===== src/itda_pkg.sv =====
// Shared constants for the integer to decimal ASCII converter.
package itda_pkg;

	// Width of one BCD digit.
	localparam int DIGIT_W = 4;

	// ASCII codes that the converter emits.
	localparam logic [6:0] CHAR_ZERO  = 7'h30;
	localparam logic [6:0] CHAR_MINUS = 7'h2D;
	localparam logic [6:0] CHAR_LF    = 7'h0A;

	// Pipeline handshake between two stages.
	typedef struct packed {
		logic valid;
		logic neg;
		logic nl;
	} stage_ctl_t;

endpackage


===== src/itda_dabble_stage.sv =====
// One registered stage of the shift-and-add-3 binary to BCD converter.
module itda_dabble_stage #(
	parameter int NB    = 32,
	parameter int BW    = 40,
	parameter int STEPS = 8
) (
	input  logic                   clk,
	input  logic                   arst_n,
	input  itda_pkg::stage_ctl_t   in_ctl,
	input  logic [NB-1:0]          in_bin,
	input  logic [BW-1:0]          in_bcd,
	output logic                   in_ready,
	input  logic                   out_ready,
	output itda_pkg::stage_ctl_t   out_ctl,
	output logic [NB-1:0]          out_bin,
	output logic [BW-1:0]          out_bcd
);

	localparam int ND = BW / itda_pkg::DIGIT_W;

	logic [NB-1:0] bin_t;
	logic [BW-1:0] bcd_t;
	logic          vld_s;
	logic          neg_s;
	logic          nl_s;
	logic [NB-1:0] bin_s;
	logic [BW-1:0] bcd_s;

	// A stage takes new data when it is empty or its content moves on.
	assign in_ready = !vld_s || out_ready;

	// Several shift steps, each preceded by the add-3 correction of every digit.
	always_comb begin
		bin_t = in_bin;
		bcd_t = in_bcd;
		for (int s = 0; s < STEPS; s++) begin
			for (int d = 0; d < ND; d++) begin
				if (bcd_t[d*itda_pkg::DIGIT_W +: itda_pkg::DIGIT_W] >= 4'd5) begin
					bcd_t[d*itda_pkg::DIGIT_W +: itda_pkg::DIGIT_W] =
						bcd_t[d*itda_pkg::DIGIT_W +: itda_pkg::DIGIT_W] + 4'd3;
				end
			end
			{bcd_t, bin_t} = {bcd_t, bin_t} << 1;
		end
	end

	// Valid bit of the stage.
	always_ff @(posedge clk or negedge arst_n) begin
		if (!arst_n) begin
			vld_s <= 1'b0;
		end else if (in_ready) begin
			vld_s <= in_ctl.valid;
		end
	end

	// Payload of the stage.
	always_ff @(posedge clk) begin
		if (in_ready && in_ctl.valid) begin
			bin_s <= bin_t;
			bcd_s <= bcd_t;
			neg_s <= in_ctl.neg;
			nl_s  <= in_ctl.nl;
		end
	end

	assign out_ctl.valid = vld_s;
	assign out_ctl.neg   = neg_s;
	assign out_ctl.nl    = nl_s;
	assign out_bin       = bin_s;
	assign out_bcd       = bcd_s;

endmodule


===== src/int_to_decimal_ascii.sv =====
// Top level of the signed integer to decimal ASCII converter.
//
// A request is taken at a clock edge where start is high and busy is low. The
// value passes a capture register, a negation stage, four shift-and-add-3
// BCD stages and a leading-digit search stage, seven registers in all, and
// then a character serializer sends its text one character per cycle with
// strobe high: an optional '-', the digits with the most significant first
// (a single '0' for zero), and a line feed when add_newline was set; last
// marks the final character. One request therefore holds the output until its
// last character, and the sustained rate is set by that serializer. The
// pipeline takes a new request every cycle while it has room; busy rises
// only when all stages hold requests waiting for the serializer. Results
// cannot be held off and must be taken in the cycle that strobe is high.
module int_to_decimal_ascii #(
	parameter int VALUE_WIDTH = 32
) (
	input  logic        clk,
	input  logic        arst_n,
	input  logic        start,
	output logic        busy,
	input  logic [31:0] value,
	input  logic        add_newline,
	output logic        strobe,
	output logic [6:0]  character,
	output logic        last
);

	localparam int W     = VALUE_WIDTH;
	localparam int ND    = ((W - 1) * 30103) / 100000 + 1;
	localparam int BW    = ND * itda_pkg::DIGIT_W;
	localparam int NSTG  = 4;
	localparam int STEPS = (W + NSTG - 1) / NSTG;
	localparam int NB    = NSTG * STEPS;
	localparam int IW    = (ND > 1) ? $clog2(ND) : 1;

	// Serializer state codes.
	localparam logic [1:0] ST_IDLE  = 2'd0;
	localparam logic [1:0] ST_SIGN  = 2'd1;
	localparam logic [1:0] ST_DIGIT = 2'd2;
	localparam logic [1:0] ST_NL    = 2'd3;

	logic                 vld_s1, rdy_s1, nl_s1;
	logic [W-1:0]         value_s1;
	logic                 vld_s2, rdy_s2, neg_s2, nl_s2;
	logic [W-1:0]         mag_s2;
	logic                 vld_s7, rdy_s7, neg_s7, nl_s7;
	logic [IW-1:0]        msd_s7;
	logic [3:0]           dig_s7 [ND];
	itda_pkg::stage_ctl_t ctl_d  [NSTG+1];
	logic [NB-1:0]        bin_d  [NSTG+1];
	logic [BW-1:0]        bcd_d  [NSTG+1];
	logic                 rdy_d  [NSTG+1];
	logic [IW-1:0]        msd_c;
	logic [W-1:0]         mag_c;

	logic [1:0]           st_q;
	logic [IW-1:0]        pos_q;
	logic                 nl_q;
	logic [3:0]           dig_q [ND];
	logic                 strobe_q, last_q;
	logic [6:0]           char_q;

	logic                 emit;
	logic                 done;
	logic                 ser_ready;
	logic [6:0]           char_c;
	logic                 last_c;
	logic [1:0]           st_n;
	logic [IW-1:0]        pos_n;

	// Capture stage.
	assign rdy_s1 = !vld_s1 || rdy_s2;
	assign busy   = !rdy_s1;

	always_ff @(posedge clk or negedge arst_n) begin
		if (!arst_n) begin
			vld_s1 <= 1'b0;
		end else if (rdy_s1) begin
			vld_s1 <= start;
		end
	end

	always_ff @(posedge clk) begin
		if (rdy_s1 && start) begin
			value_s1 <= value[W-1:0];
			nl_s1    <= add_newline;
		end
	end

	// Magnitude stage: the two's complement negation stays unsigned, so the
	// most negative value keeps its full magnitude.
	assign rdy_s2 = !vld_s2 || rdy_d[0];
	assign mag_c  = value_s1[W-1] ? (~value_s1 + W'(1)) : value_s1;

	always_ff @(posedge clk or negedge arst_n) begin
		if (!arst_n) begin
			vld_s2 <= 1'b0;
		end else if (rdy_s2) begin
			vld_s2 <= vld_s1;
		end
	end

	always_ff @(posedge clk) begin
		if (rdy_s2 && vld_s1) begin
			mag_s2 <= mag_c;
			neg_s2 <= value_s1[W-1];
			nl_s2  <= nl_s1;
		end
	end

	// BCD conversion stages; the magnitude sits in the low bits so that the
	// extra leading zero bits shift in first and leave the result unchanged.
	assign ctl_d[0].valid = vld_s2;
	assign ctl_d[0].neg   = neg_s2;
	assign ctl_d[0].nl    = nl_s2;
	assign bin_d[0]       = NB'(mag_s2);
	assign bcd_d[0]       = '0;
	assign rdy_d[NSTG]    = rdy_s7;

	for (genvar g = 0; g < NSTG; g++) begin : g_dabble
		itda_dabble_stage #(
			.NB    (NB),
			.BW    (BW),
			.STEPS (STEPS)
		) u_stage (
			.clk       (clk),
			.arst_n    (arst_n),
			.in_ctl    (ctl_d[g]),
			.in_bin    (bin_d[g]),
			.in_bcd    (bcd_d[g]),
			.in_ready  (rdy_d[g]),
			.out_ready (rdy_d[g+1]),
			.out_ctl   (ctl_d[g+1]),
			.out_bin   (bin_d[g+1]),
			.out_bcd   (bcd_d[g+1])
		);
	end

	// Leading digit search; an all-zero value starts at the lowest digit.
	always_comb begin
		msd_c = '0;
		for (int d = 0; d < ND; d++) begin
			if (bcd_d[NSTG][d*itda_pkg::DIGIT_W +: itda_pkg::DIGIT_W] != '0) begin
				msd_c = IW'(d);
			end
		end
	end

	assign rdy_s7 = !vld_s7 || ser_ready;

	always_ff @(posedge clk or negedge arst_n) begin
		if (!arst_n) begin
			vld_s7 <= 1'b0;
		end else if (rdy_s7) begin
			vld_s7 <= ctl_d[NSTG].valid;
		end
	end

	always_ff @(posedge clk) begin
		if (rdy_s7 && ctl_d[NSTG].valid) begin
			msd_s7 <= msd_c;
			neg_s7 <= ctl_d[NSTG].neg;
			nl_s7  <= ctl_d[NSTG].nl;
			for (int d = 0; d < ND; d++) begin
				dig_s7[d] <= bcd_d[NSTG][d*itda_pkg::DIGIT_W +: itda_pkg::DIGIT_W];
			end
		end
	end

	// Character selection for the current serializer state.
	assign emit = (st_q != ST_IDLE);

	always_comb begin
		char_c = itda_pkg::CHAR_ZERO;
		last_c = 1'b0;
		done   = 1'b0;
		st_n   = st_q;
		pos_n  = pos_q;
		case (st_q)
			ST_SIGN: begin
				char_c = itda_pkg::CHAR_MINUS;
				st_n   = ST_DIGIT;
			end
			ST_DIGIT: begin
				char_c = itda_pkg::CHAR_ZERO + {3'b000, dig_q[pos_q]};
				if (pos_q == '0) begin
					if (nl_q) begin
						st_n = ST_NL;
					end else begin
						last_c = 1'b1;
						done   = 1'b1;
					end
				end else begin
					pos_n = pos_q - IW'(1);
				end
			end
			ST_NL: begin
				char_c = itda_pkg::CHAR_LF;
				last_c = 1'b1;
				done   = 1'b1;
			end
			default: begin
				char_c = itda_pkg::CHAR_ZERO;
			end
		endcase
	end

	// The next request loads in the cycle the current one selects its last character.
	assign ser_ready = (st_q == ST_IDLE) || done;

	always_ff @(posedge clk or negedge arst_n) begin
		if (!arst_n) begin
			st_q     <= ST_IDLE;
			strobe_q <= 1'b0;
		end else begin
			strobe_q <= emit;
			if (ser_ready) begin
				if (vld_s7) begin
					st_q <= neg_s7 ? ST_SIGN : ST_DIGIT;
				end else begin
					st_q <= ST_IDLE;
				end
			end else begin
				st_q <= st_n;
			end
		end
	end

	always_ff @(posedge clk) begin
		char_q <= char_c;
		last_q <= last_c;
		if (ser_ready && vld_s7) begin
			pos_q <= msd_s7;
			nl_q  <= nl_s7;
			for (int d = 0; d < ND; d++) begin
				dig_q[d] <= dig_s7[d];
			end
		end else begin
			pos_q <= pos_n;
		end
	end

	assign strobe    = strobe_q;
	assign character = char_q;
	assign last      = last_q;

	// A sign is always followed by a digit.
	a_sign_then_digit: assert property (@(posedge clk) disable iff (!arst_n)
		st_q == ST_SIGN |=> st_q == ST_DIGIT)
		else $error("sign not followed by a digit");

	// A '-' never ends a conversion.
	a_minus_not_last: assert property (@(posedge clk) disable iff (!arst_n)
		strobe_q && char_q == itda_pkg::CHAR_MINUS |-> !last_q)
		else $error("minus sign marked last");

	// An idle serializer sends nothing in the next cycle.
	a_idle_silent: assert property (@(posedge clk) disable iff (!arst_n)
		st_q == ST_IDLE |=> !strobe_q)
		else $error("character sent while idle");

	// The digit pointer stays within the digit register.
	a_pos_range: assert property (@(posedge clk) disable iff (!arst_n)
		st_q == ST_DIGIT |-> int'(pos_q) < ND)
		else $error("digit pointer out of range");

	// A full serializer that is not finishing holds the last pipeline stage.
	a_hold_s7: assert property (@(posedge clk) disable iff (!arst_n)
		vld_s7 && !ser_ready |=> vld_s7 && $stable(msd_s7))
		else $error("stalled stage lost its request");

endmodule


===== config.mk =====
export PLATFORM = sky130hd
export DESIGN_NAME = int_to_decimal_ascii
export DESIGN_NICKNAME = d
export VERILOG_FILES = /design/src/itda_pkg.sv /design/src/itda_dabble_stage.sv /design/src/int_to_decimal_ascii.sv
export SDC_FILE = /design/constraint.sdc
export NUM_CORES = 1
export LEC_CHECK = 0
export BUFFER_PORTS_ARGS = -buffer_cell sky130_fd_sc_hd__buf_2
export CORE_MARGIN = 3
export CORE_UTILIZATION = 40
export DETAILED_ROUTE_END_ITERATION = 12
export GPL_TIMING_DRIVEN = 0
export PLACE_DENSITY = 0.56
export SLEW_MARGIN = 20
export SYNTH_ARGS = -nofsm -noshare
export SYNTH_HDL_FRONTEND = slang
export SYNTH_SLANG_ARGS = --single-unit

===== constraint.sdc =====
create_clock -name clk -period 21.2 [get_ports clk]
set_clock_uncertainty 0.15 [all_clocks]
set_input_delay 1.06 -clock clk [delete_from_list [all_inputs] [get_ports clk]]
set_output_delay 1.06 -clock clk [all_outputs]
set_load 0.01 [all_outputs]

Yosys cells after proc, flatten, opt, wreduce, memory -nomap -nowiden
Memory sizes are Yosys's and may differ from the RTL's. A register that Yosys moved wholly into a read port is not among the register bits. Index checks and enable logic that the tools add are counted.

Logic and storage cells: 914. Memory bits (read-only): 0. Register bits: 300. Memory bits (writable): 80. Bits of input ports: 36. Memories kept: 2. Bits in latches: 0. Output and inout port bits: 10.

Div/mod/pow operators: 0. Multiplexer cells: 292. Multipliers: 0. Reductions and logical operators: 41. Add/subtract/negate cells: 268. Bitwise logic cells: 1. Equal/unequal tests: 6. Shifts and indexed selects: 0. $lt $le $gt $ge: 265.

Memories: dig_q (words 10, bits a word 4, rd ports 1, clocked after memory_dff 1, write ports 10, line int_to_decimal_ascii.sv:59) `logic [3:0] dig_q [ND];`; dig_s7 (words 10, bits a word 4, rd ports 10, clocked after memory_dff 0, write ports 10, line int_to_decimal_ascii.sv:48) `logic [3:0] dig_s7 [ND];`.

Operator list (number): 4-bit by 3-bit greater-or-equal comparator with 1-bit output (second input constant) (255); 4-bit 2-to-1 mux (252); 4-bit by 2-bit adder with 4-bit output (second input constant) (234); 3-bit 2-to-1 mux (22); 3-bit by 2-bit adder with 3-bit output (second input constant) (21); 4-bit nonzero test (9); 32-bit by 1-bit adder with 32-bit output (second input constant) (1); 32-bit NOT (1); 31-bit 2-to-1 mux (1); 1-bit by 2-bit adder with 3-bit output (second input constant) (9); 1-bit by 3-bit greater-or-equal comparator with 1-bit output (second input constant) (9); 7-bit one-hot mux with 3 select lines (1); 2-bit 2-to-1 mux (5); 1-bit 2-to-1 mux (9); 1-bit logical AND (8); 1-bit zero test (8); 1-bit logical OR (8); 6-bit by 4-bit adder with 7-bit output (first input constant) (1); 3-bit != test (second input constant) (2); 2-bit equality test (second input constant) (2); 4-bit zero test (1); 2-bit one-hot mux with 2 select lines (1); 2-bit nonzero test (2); 4-bit by 1-bit subtractor with 4-bit output (second input constant) (1); other kinds (10) (10).

Longest topological paths before layout
Gate-level depths: netlist (run 1).

Depth in word-level cells: 16. Mapped depth: 36. Gate-level depth less buffers: 35.

By module
From an unflattened synthesis (run 1), not the netlist that was laid out.

Cells, all modules: 7164. Area, all modules: 58852.7 µm².

Modules (own cells, without submodules): itda_dabble_stage (cells an instance 1697, area each 13042.5 µm², times used 4, seq. area each 2006.9 µm²); int_to_decimal_ascii (cells an instance 376, area each 6682.7 µm², times used 1, seq. area each 5114.9 µm²).

Worst setup path after synthesis (run 1)
OpenSTA, ideal clock, no wires.

Path kind: reg-to-reg. From: register g_dabble[2].u_stage.bcd_s[28]. To: register g_dabble[3].u_stage.bcd_s[38] (data pin). Library setup time: 0.269 ns. Clock period less this slack: 6.886 ns. Stages on the path, launching flop included: 35. Setup slack: 14.314 ns. Required time: 20.781 ns. Path buffers: 0. Arrival: 6.467 ns. Cells stage by stage: edfxtp_1 -> inv_1 -> ha_1 -> inv_1 -> ha_1 -> a21oi_1 -> xnor2_1 -> ha_1 -> nand2_1 -> mux2i_1 -> o221ai_1 -> and2_1 -> ha_1 -> or4_1 -> a31oi_1 -> nor2_1 -> o31ai_1 -> xor2_1 -> inv_1 -> ha_1 -> nor2_1 -> o21ai_0 -> a211oi_1 -> inv_1 -> nand2_1 -> xor2_1 -> ha_1 -> inv_1 -> ha_1 -> a21oi_1 -> xnor2_1 -> ha_1 -> nand2b_1 -> a21oi_1 -> mux2i_1.

Cells in the longest elaborated chain, start to end: 16. Elaborated cells on any way between the ends: 54. Those cells by class: 18 x add/sub; 18 x order compare; 18 x mux.

Ends and longest elaborated chain: start, declared (line itda_dabble_stage.sv:27) `logic [BW-1:0] bcd_s;`; start signal, assigned (line itda_dabble_stage.sv:60) `bcd_s <= bcd_t;`; 4-bit by 2-bit adder with 4-bit output / 4-bit by 3-bit greater-or-equal comparator with 1-bit output (equally long branches) (line itda_dabble_stage.sv:40, itda_dabble_stage.sv:38); 4-bit 2-to-1 mux (*) (line itda_dabble_stage.sv:38) `if (bcd_t[d*itda_pkg::DIGIT_W +: itda_pkg::DIGIT_W] >= 4'd5) begin`; 4-bit by 2-bit adder with 4-bit output / 4-bit by 3-bit greater-or-equal comparator with 1-bit output (equally long branches) (line itda_dabble_stage.sv:40, itda_dabble_stage.sv:38); 4-bit 2-to-1 mux (line itda_dabble_stage.sv:38); 4-bit by 2-bit adder with 4-bit output, or another cell as far along (line itda_dabble_stage.sv:40) `bcd_t[d*itda_pkg::DIGIT_W +: itda_pkg::DIGIT_W] + 4'd3;`; 4-bit 2-to-1 mux / 3-bit 2-to-1 mux (equally long branches) (line itda_dabble_stage.sv:38); 4-bit by 2-bit adder with 4-bit output, or another cell as far along (line itda_dabble_stage.sv:40); 4-bit 2-to-1 mux / 3-bit 2-to-1 mux (equally long branches) (line itda_dabble_stage.sv:38); 4-bit by 2-bit adder with 4-bit output, or another cell as far along (line itda_dabble_stage.sv:40); 4-bit 2-to-1 mux / 3-bit 2-to-1 mux (equally long branches) (line itda_dabble_stage.sv:38); 4-bit by 2-bit adder with 4-bit output, or another cell as far along (line itda_dabble_stage.sv:40); 4-bit 2-to-1 mux / 3-bit 2-to-1 mux (equally long branches) (line itda_dabble_stage.sv:38); 4-bit by 2-bit adder with 4-bit output, or another cell as far along (line itda_dabble_stage.sv:40); 4-bit 2-to-1 mux / 3-bit 2-to-1 mux (equally long branches) (line itda_dabble_stage.sv:38); 4-bit by 3-bit greater-or-equal comparator with 1-bit output / 3-bit by 2-bit adder with 3-bit output (equally long branches) (line itda_dabble_stage.sv:38, itda_dabble_stage.sv:40); 3-bit 2-to-1 mux (*) (line itda_dabble_stage.sv:38); via g_dabble[3].u_stage.bcd_t[38] (line itda_dabble_stage.sv:22) `logic [BW-1:0] bcd_t;`; end signal, assigned (line itda_dabble_stage.sv:60); end, declared (line itda_dabble_stage.sv:27).

Mark *: on every way through the listed nets, which the timed path passes. The rest lies on a longest branch. A chain may end at the register's enable or synchronous reset.

Final worst setup path (run 1)
Same ends and word-level chain as after synthesis.

==> results by group, run 1 <==
Drt
  • Initial DRC Count: 1,657
  • Wire per inst: 13.5 microns
  • Antenna-violating nets left: 0
  • Via Count: 25.5k
  • Remaining DRCs: 0
  • Post-Route WL: 61.6 mm
  • Vias per cell: 5.58
  • Drt pass-1 iters: 7

Global routing
  • Total gr overflow: 0
  • Vias in the first global route: 23.0k
  • Antenna violations before repair: 1
  • First-pass GRT wire length: 107 mm
  • Pin count of the biggest net entering global routing: 34
  • GRT Resource Usage Total: 15.4%

Layout
  • Share of cells above drive strength 1: 9.58%
  • # fillers: 7,198
  • Reg area: 9960 sq um
  • # nets final: 3,753
  • P&R area growth vs syn: 10.1%
  • # diodes: 0
  • Multi-input gate area: 19,100 sq um

Synthesis
  • Seq cells post-synth: 337
  • Primary FF master, synth: edfxtp_1
  • Synthesized Nets: 3,657
  • Post-synthesis cell type count: 123
  • Avg Inst Size Synth: 8.71 sq um
  • Ys async rst share: 2.97%
  • Syn Std Cell Area: 30,300 sq um
  • Post-synthesis sequential area ratio: 32.9%
  • Number of flops mapped to enable cells by yosys: 316
  • Mapped Cells: 3,475
  • Synth Warn #: 0

Worst setup path
  • Register-to-Register Path Depth: 34
  • CP most frequent cell: ha_1
  • Reg2reg end: g_dabble[3].u_stage.out_bcd[38]
  • Startpoint Class: register
  • Crit Path Max Fanout: 8
  • Slowest Stage Delay on Critical Path: 0.52 ns
  • CP required: 21.34 ns
  • Critical R2R Launch: g_dabble[2].u_stage.out_bcd[28]
  • Crit path DAT: 7.93 ns
  • Reg2Reg Setup Slack: 13.41 ns
  • Kind of critical path: register to register
  • Max stage delay cell, worst path: or4_1
  • CP endpoint kind: register

Floorplan
  • Die H: 281 microns
  • I/O pins: 46
  • Total core area: 74,700 sq um
  • Starting Density: 40.5%
  • Die area: 79,000 sq um
  • Num rows: 100
  • Die span in x: 281 microns

STA
  • Max_slew headroom: 31.2%
  • Slew @ Worst Pin: 1.02 ns
  • Setup violators final: 0
  • Slew Viols, Final: 0
  • Setup TNS: 0 ns
  • Final Cycle Share: 36.8%
  • Minimum clock period after layout: 7.79 ns
  • RSZ-0062 raised after global routing: false
  • Final-report hold violation count: 0
  • Fmax: 0.128 GHz

Run status
  • Status: finished, final reports clean

Place
  • DP Wirelength: 46.5 mm
  • RePlAce Congestion: 0.817
  • IO Port Bufs: 44

Clock tree
  • CTS tree: yes
  • Htree depth: 2
  • CTS Buf Count: 41
  • Post-CTS Hold Fix Bufs: 0
  • Postcts setup bufs: 0
  • CTS Buffer Depth: 3
  • Root buf cell: clkbuf_16
  • Clock transition at the registers of the reported paths: 0.06 ns
  • Clock Sinks: 337
  • Cts repair resizes: 0
  • Worst-Skew Late Latency: 0.56 ns

Run
  • MaxCap Viol Count: 0

Hold path
  • Class of the worst hold path: input port to asynchronous set/reset pin
[Yosys cell counts (all sizes together) (67+ instances only)]
master	instances	area share, %
o21ai	286	4.8
a21oi	240	4.0
mux2i	102	3.5
nand3	79	1.3
edfxtp	316	31
nand2b	73	1.5
xnor2	109	3.3
nor3	96	1.6
and2	67	1.4
clkbuf	70	0.87
nand2	298	3.7
nor2	299	3.7
ha	146	6.0
inv	214	2.7
[worst max-delay path, delay by kind of cell, from the launching register on]
kind | cells | cell delay (ns)
fa+ha+maj | 8 | 1.83
flops | 1 | 0.49
xor+xnor | 4 | 1.22
mux | 2 | 0.31
simple gates | 7 | 1.21
compound gates | 8 | 1.80
buf+inv | 5 | 0.48
[final cells by class]
| cell class | count | area share (%) |
|---|---|---|
| clock buffers | 50 | 3.30 |
| clock inverters | 25 | 0.912 |
| inverters | 215 | 2.43 |
| repair buffers | 53 | 1.20 |
| well taps | 969 | 3.64 |
| flip-flops and latches | 337 | 29.9 |
| plain buffers | 101 | 1.27 |
| multi-input cells | 2822 | 57.4 |
[state kept, by name, indices dropped and copies added (netlist names), 2 cells and up, named ones only]
register	count
mag_s2	32
g_dabble.u_stage.out_bin	48
dig_s7	40
g_dabble.u_stage.neg_s	4
g_dabble.u_stage.nl_s	4
g_dabble.u_stage.out_bcd	102
character	6
msd_s7	4
pos_q	4
dig_q	40
st_q	2
value_s1	32
g_dabble.u_stage.vld_s	4
[stage by stage]
step	util [%]	hold slack (ns)	instances	setup slack, ns	cell area [sq um]
floorplan	-	0.250	3475	14.31	30300
global placement	42.4	0.251	4488	13.39	31700
detailed placement	42.7	0.255	4496	13.36	31900
CTS	44.6	0.219	4571	13.34	33300
global route	44.6	0.240	4572	12.61	33300
finish	44.6	0.255	4572	13.41	33300
[cell usage in the layout, fill, tap and decap left out, drive strengths merged, types with 33 or more instances in the layout]
master / netlist / final
nor2b: 54 / 54
or3: 43 / 43
xnor2: 109 / 109
a21oi: 240 / 240
xor2: 35 / 35
a21o: 42 / 42
a31oi: 56 / 56
ha: 146 / 146
or2: 34 / 34
clkbuf: 70 / 121
and2: 67 / 67
nand2b: 73 / 73
nor2: 299 / 299
o21a: 46 / 46
buf: 31 / 83
mux2i: 102 / 102
o211ai: 50 / 50
o22ai: 47 / 47
nor3: 96 / 96
nand2: 298 / 298
o21ai: 286 / 286
inv: 214 / 219
nand3: 79 / 79
mux2: 60 / 60
a211oi: 65 / 65
edfxtp: 316 / 316
o31ai: 33 / 33
[logic make-up after synthesis]
kind of cell               synth area share, %
buffers and inverters                     4.07
other                                   0.0124
and+or+nand+nor                           18.7
muxes                                     6.39
xor gates and xnor gates                  4.49
adders and majority gates                 6.33
AOI/OAI and AO/OA                         27.1
DFF                                       32.9
[per-layer routing]
layer / global-route usage [%] / part of all wire (%) / vias to the layer above
li1: - / - / 13400
met1: 21.4 / 50 / 11700
met2: 25.8 / 46 / 333
met3: 1.70 / 2.8 / 60
met4: 3.17 / 1.6 / 0
met5: 0 / 0 / -
[worst max path at each step]
stage	endpoint	start	cells past startpoint	slack, ns
after floorplan	g_dabble[3].u_stage.out_bcd[38]	g_dabble[2].u_stage.out_bcd[28]	34	14.31
after global placement	g_dabble[3].u_stage.out_bcd[38]	g_dabble[2].u_stage.out_bcd[28]	34	13.39
after detailed placement	g_dabble[3].u_stage.out_bcd[38]	g_dabble[2].u_stage.out_bcd[28]	34	13.36
after CTS	g_dabble[3].u_stage.out_bcd[38]	g_dabble[2].u_stage.out_bcd[28]	34	13.34
after global routing	g_dabble[3].u_stage.out_bcd[38]	g_dabble[2].u_stage.out_bcd[28]	34	12.61
final	g_dabble[3].u_stage.out_bcd[38]	g_dabble[2].u_stage.out_bcd[28]	34	13.41
Power of run 1 is left out: the tool's default activity adds up to more than one toggle a clock period on the data nets, which glitch-free logic cannot reach.
==> run 2: changes to the inputs <==
clock period = 7.89 ns   (was 21.2 ns; I/O delays follow)
==> run 2 against run 1 <==
- global-route usage is 0.16 points higher
- setup slack worse by 13 ns
- highest routed layer unchanged
- sequential share of layout area is 0.40 points lower
==> results by group, run 2 (same netlist as run 1, synthesis figures left out) <==
Run status
  • Status: finished, final reports clean

Global routing
  • Total gr overflow: 0
  • M1 GR Usage: 21.5%
  • Global Route met3 Usage: 1.75%
  • Pin count of the biggest net entering global routing: 34
  • Antenna violations before repair: 1
  • Vias in the first global route: 23.2k
  • First-pass GRT wire length: 108 mm
  • Met2 Use GR: 26.2%
  • GR peak layer: met2
  • GRT Resource Usage Total: 15.5%

STA
  • Minimum clock period after layout: 7.28 ns
  • Final-report hold violation count: 0
  • Slew Viols, Final: 0
  • Fmax: 0.137 GHz
  • RSZ-0062 raised after global routing: false
  • Setup violators final: 0
  • Slew @ Worst Pin: 1.05 ns
  • Final Cycle Share: 92.2%
  • Setup TNS: 0 ns
  • Max_slew headroom: 29.4%

Drt
  • Drt pass-1 iters: 7
  • Via Count: 25.7k
  • Post-Route WL: 62.3 mm
  • Wire per inst: 13.5 microns
  • Vias per cell: 5.57
  • Remaining DRCs: 0
  • Initial DRC Count: 1,753
  • Antenna-violating nets left: 0

Floorplan
  • Num rows: 100
  • Die area: 79,000 sq um
  • Die span in x: 281 microns
  • Total core area: 74,700 sq um
  • Die H: 281 microns
  • I/O pins: 46
  • Starting Density: 40.5%

Place
  • IO Port Bufs: 44
  • DP Wirelength: 46.5 mm
  • RePlAce Congestion: 0.817

Worst setup path
  • Top cell family by delay on the critical path: adder cells
  • Kind of critical path: register to register
  • Crit path DAT: 7.42 ns
  • Max stage delay cell, worst path: or4_1
  • CP endpoint kind: register
  • CP bufs+invs: 5
  • CP most frequent cell: ha_1
  • CP required: 8.03 ns
  • Slowest Stage Delay on Critical Path: 0.52 ns
  • Critical R2R Launch: g_dabble[2].u_stage.out_bcd[28]
  • CP startpoint: g_dabble[2].u_stage.out_bcd[28]
  • Crit Path Max Fanout: 7
  • Startpoint Class: register

Clock tree
  • CTS tree: yes
  • CTS Buffer Depth: 3
  • CTS Buf Count: 41
  • Worst-Skew Late Latency: 0.56 ns
  • Root buf cell: clkbuf_16
  • Clock transition at the registers of the reported paths: 0.06 ns
  • Htree depth: 2
  • Clock Sinks: 337

Hold path
  • Class of the worst hold path: input port to asynchronous set/reset pin

Layout
  • P&R area growth vs syn: 11.6%
  • Commonest non-fill, non-tap cell in the layout: edfxtp_1
  • # diodes: 0
  • # nets final: 3,790
  • Max FFs per register: 102
  • Share of cells above drive strength 1: 9.97%
  • Most frequent cells in the layout: 316 x edfxtp_1, 299 x nor2_1, 297 x nand2_1

Run
  • MaxCap Viol Count: 0
[run 2: per-layer routing]
layer  up-vias  wire, microns
li1      13500              -
met2       328          28700
met4         0            975
met3        58           1790
met1     11800          30800
met5         -              0
[run 2: final cells by class]
cell class                 instances  area [sq um]
multi-input combinational       2822         19200
timing repair buffer              90           766
tap                              969          1210
sequential                       337          9960
fill                            7143         40900
buffer                           101           423
clock inverter                    25           304
inverter                         215           810
clock buffer                      50          1100
[run 2: per-stage QoR]
step	instance area [sq um]	setup WS (ns)	std cells	hold slack [ns]	utilization [%]
4_1_cts	33700	0.0295	4606	0.0901	45.1
5_1_grt	33800	0.000918	4609	0.129	45.2
2_1_floorplan	30300	1.00	3475	-0.0511	-
3_5_place_dp	31900	0.0483	4496	0.167	42.7
6_report	33800	0.613	4609	0.123	45.2
3_3_place_gp	31700	0.0771	4488	0.164	42.4
[run 2: worst register-to-register path: cells and delay by family, from the launching register on]
kind	cells	cell delay [ns]
AOI/OAI and AO/OA	8	1.69
xor gates and xnor gates	4	0.95
adders and majority gates	8	1.75
buffers and inverters	5	0.46
DFF	1	0.49
muxes	2	0.30
and+or+nand+nor	7	1.22
[run 2: path summary, 6_finish.rpt]
path	cells after the start	slack, ns	to
setup / recovery	34	0.61	g_dabble[3].u_stage.out_bcd[38]
hold / removal	2	0.12	st_q[1]
setup reg to reg	34	0.61	g_dabble[3].u_stage.out_bcd[38]
hold reg to reg	0	0.26	g_dabble[2].u_stage.out_bin[30]
max in group asynchronous	2	7.19	g_dabble[2].u_stage.vld_s
min in group clk	0	0.26	g_dabble[2].u_stage.out_bin[30]
[run 2: what timing repair did]
item | 4_1_cts | 5_1_grt
buffers inserted | 0 | 2
hold buffers | 35 | 0
endpoints found under the hold margin | 44 | 0
gates resized for setup | 0 | 18
setup endpoints to repair | 0 | 31
Power of run 2 is left out for the same reason.
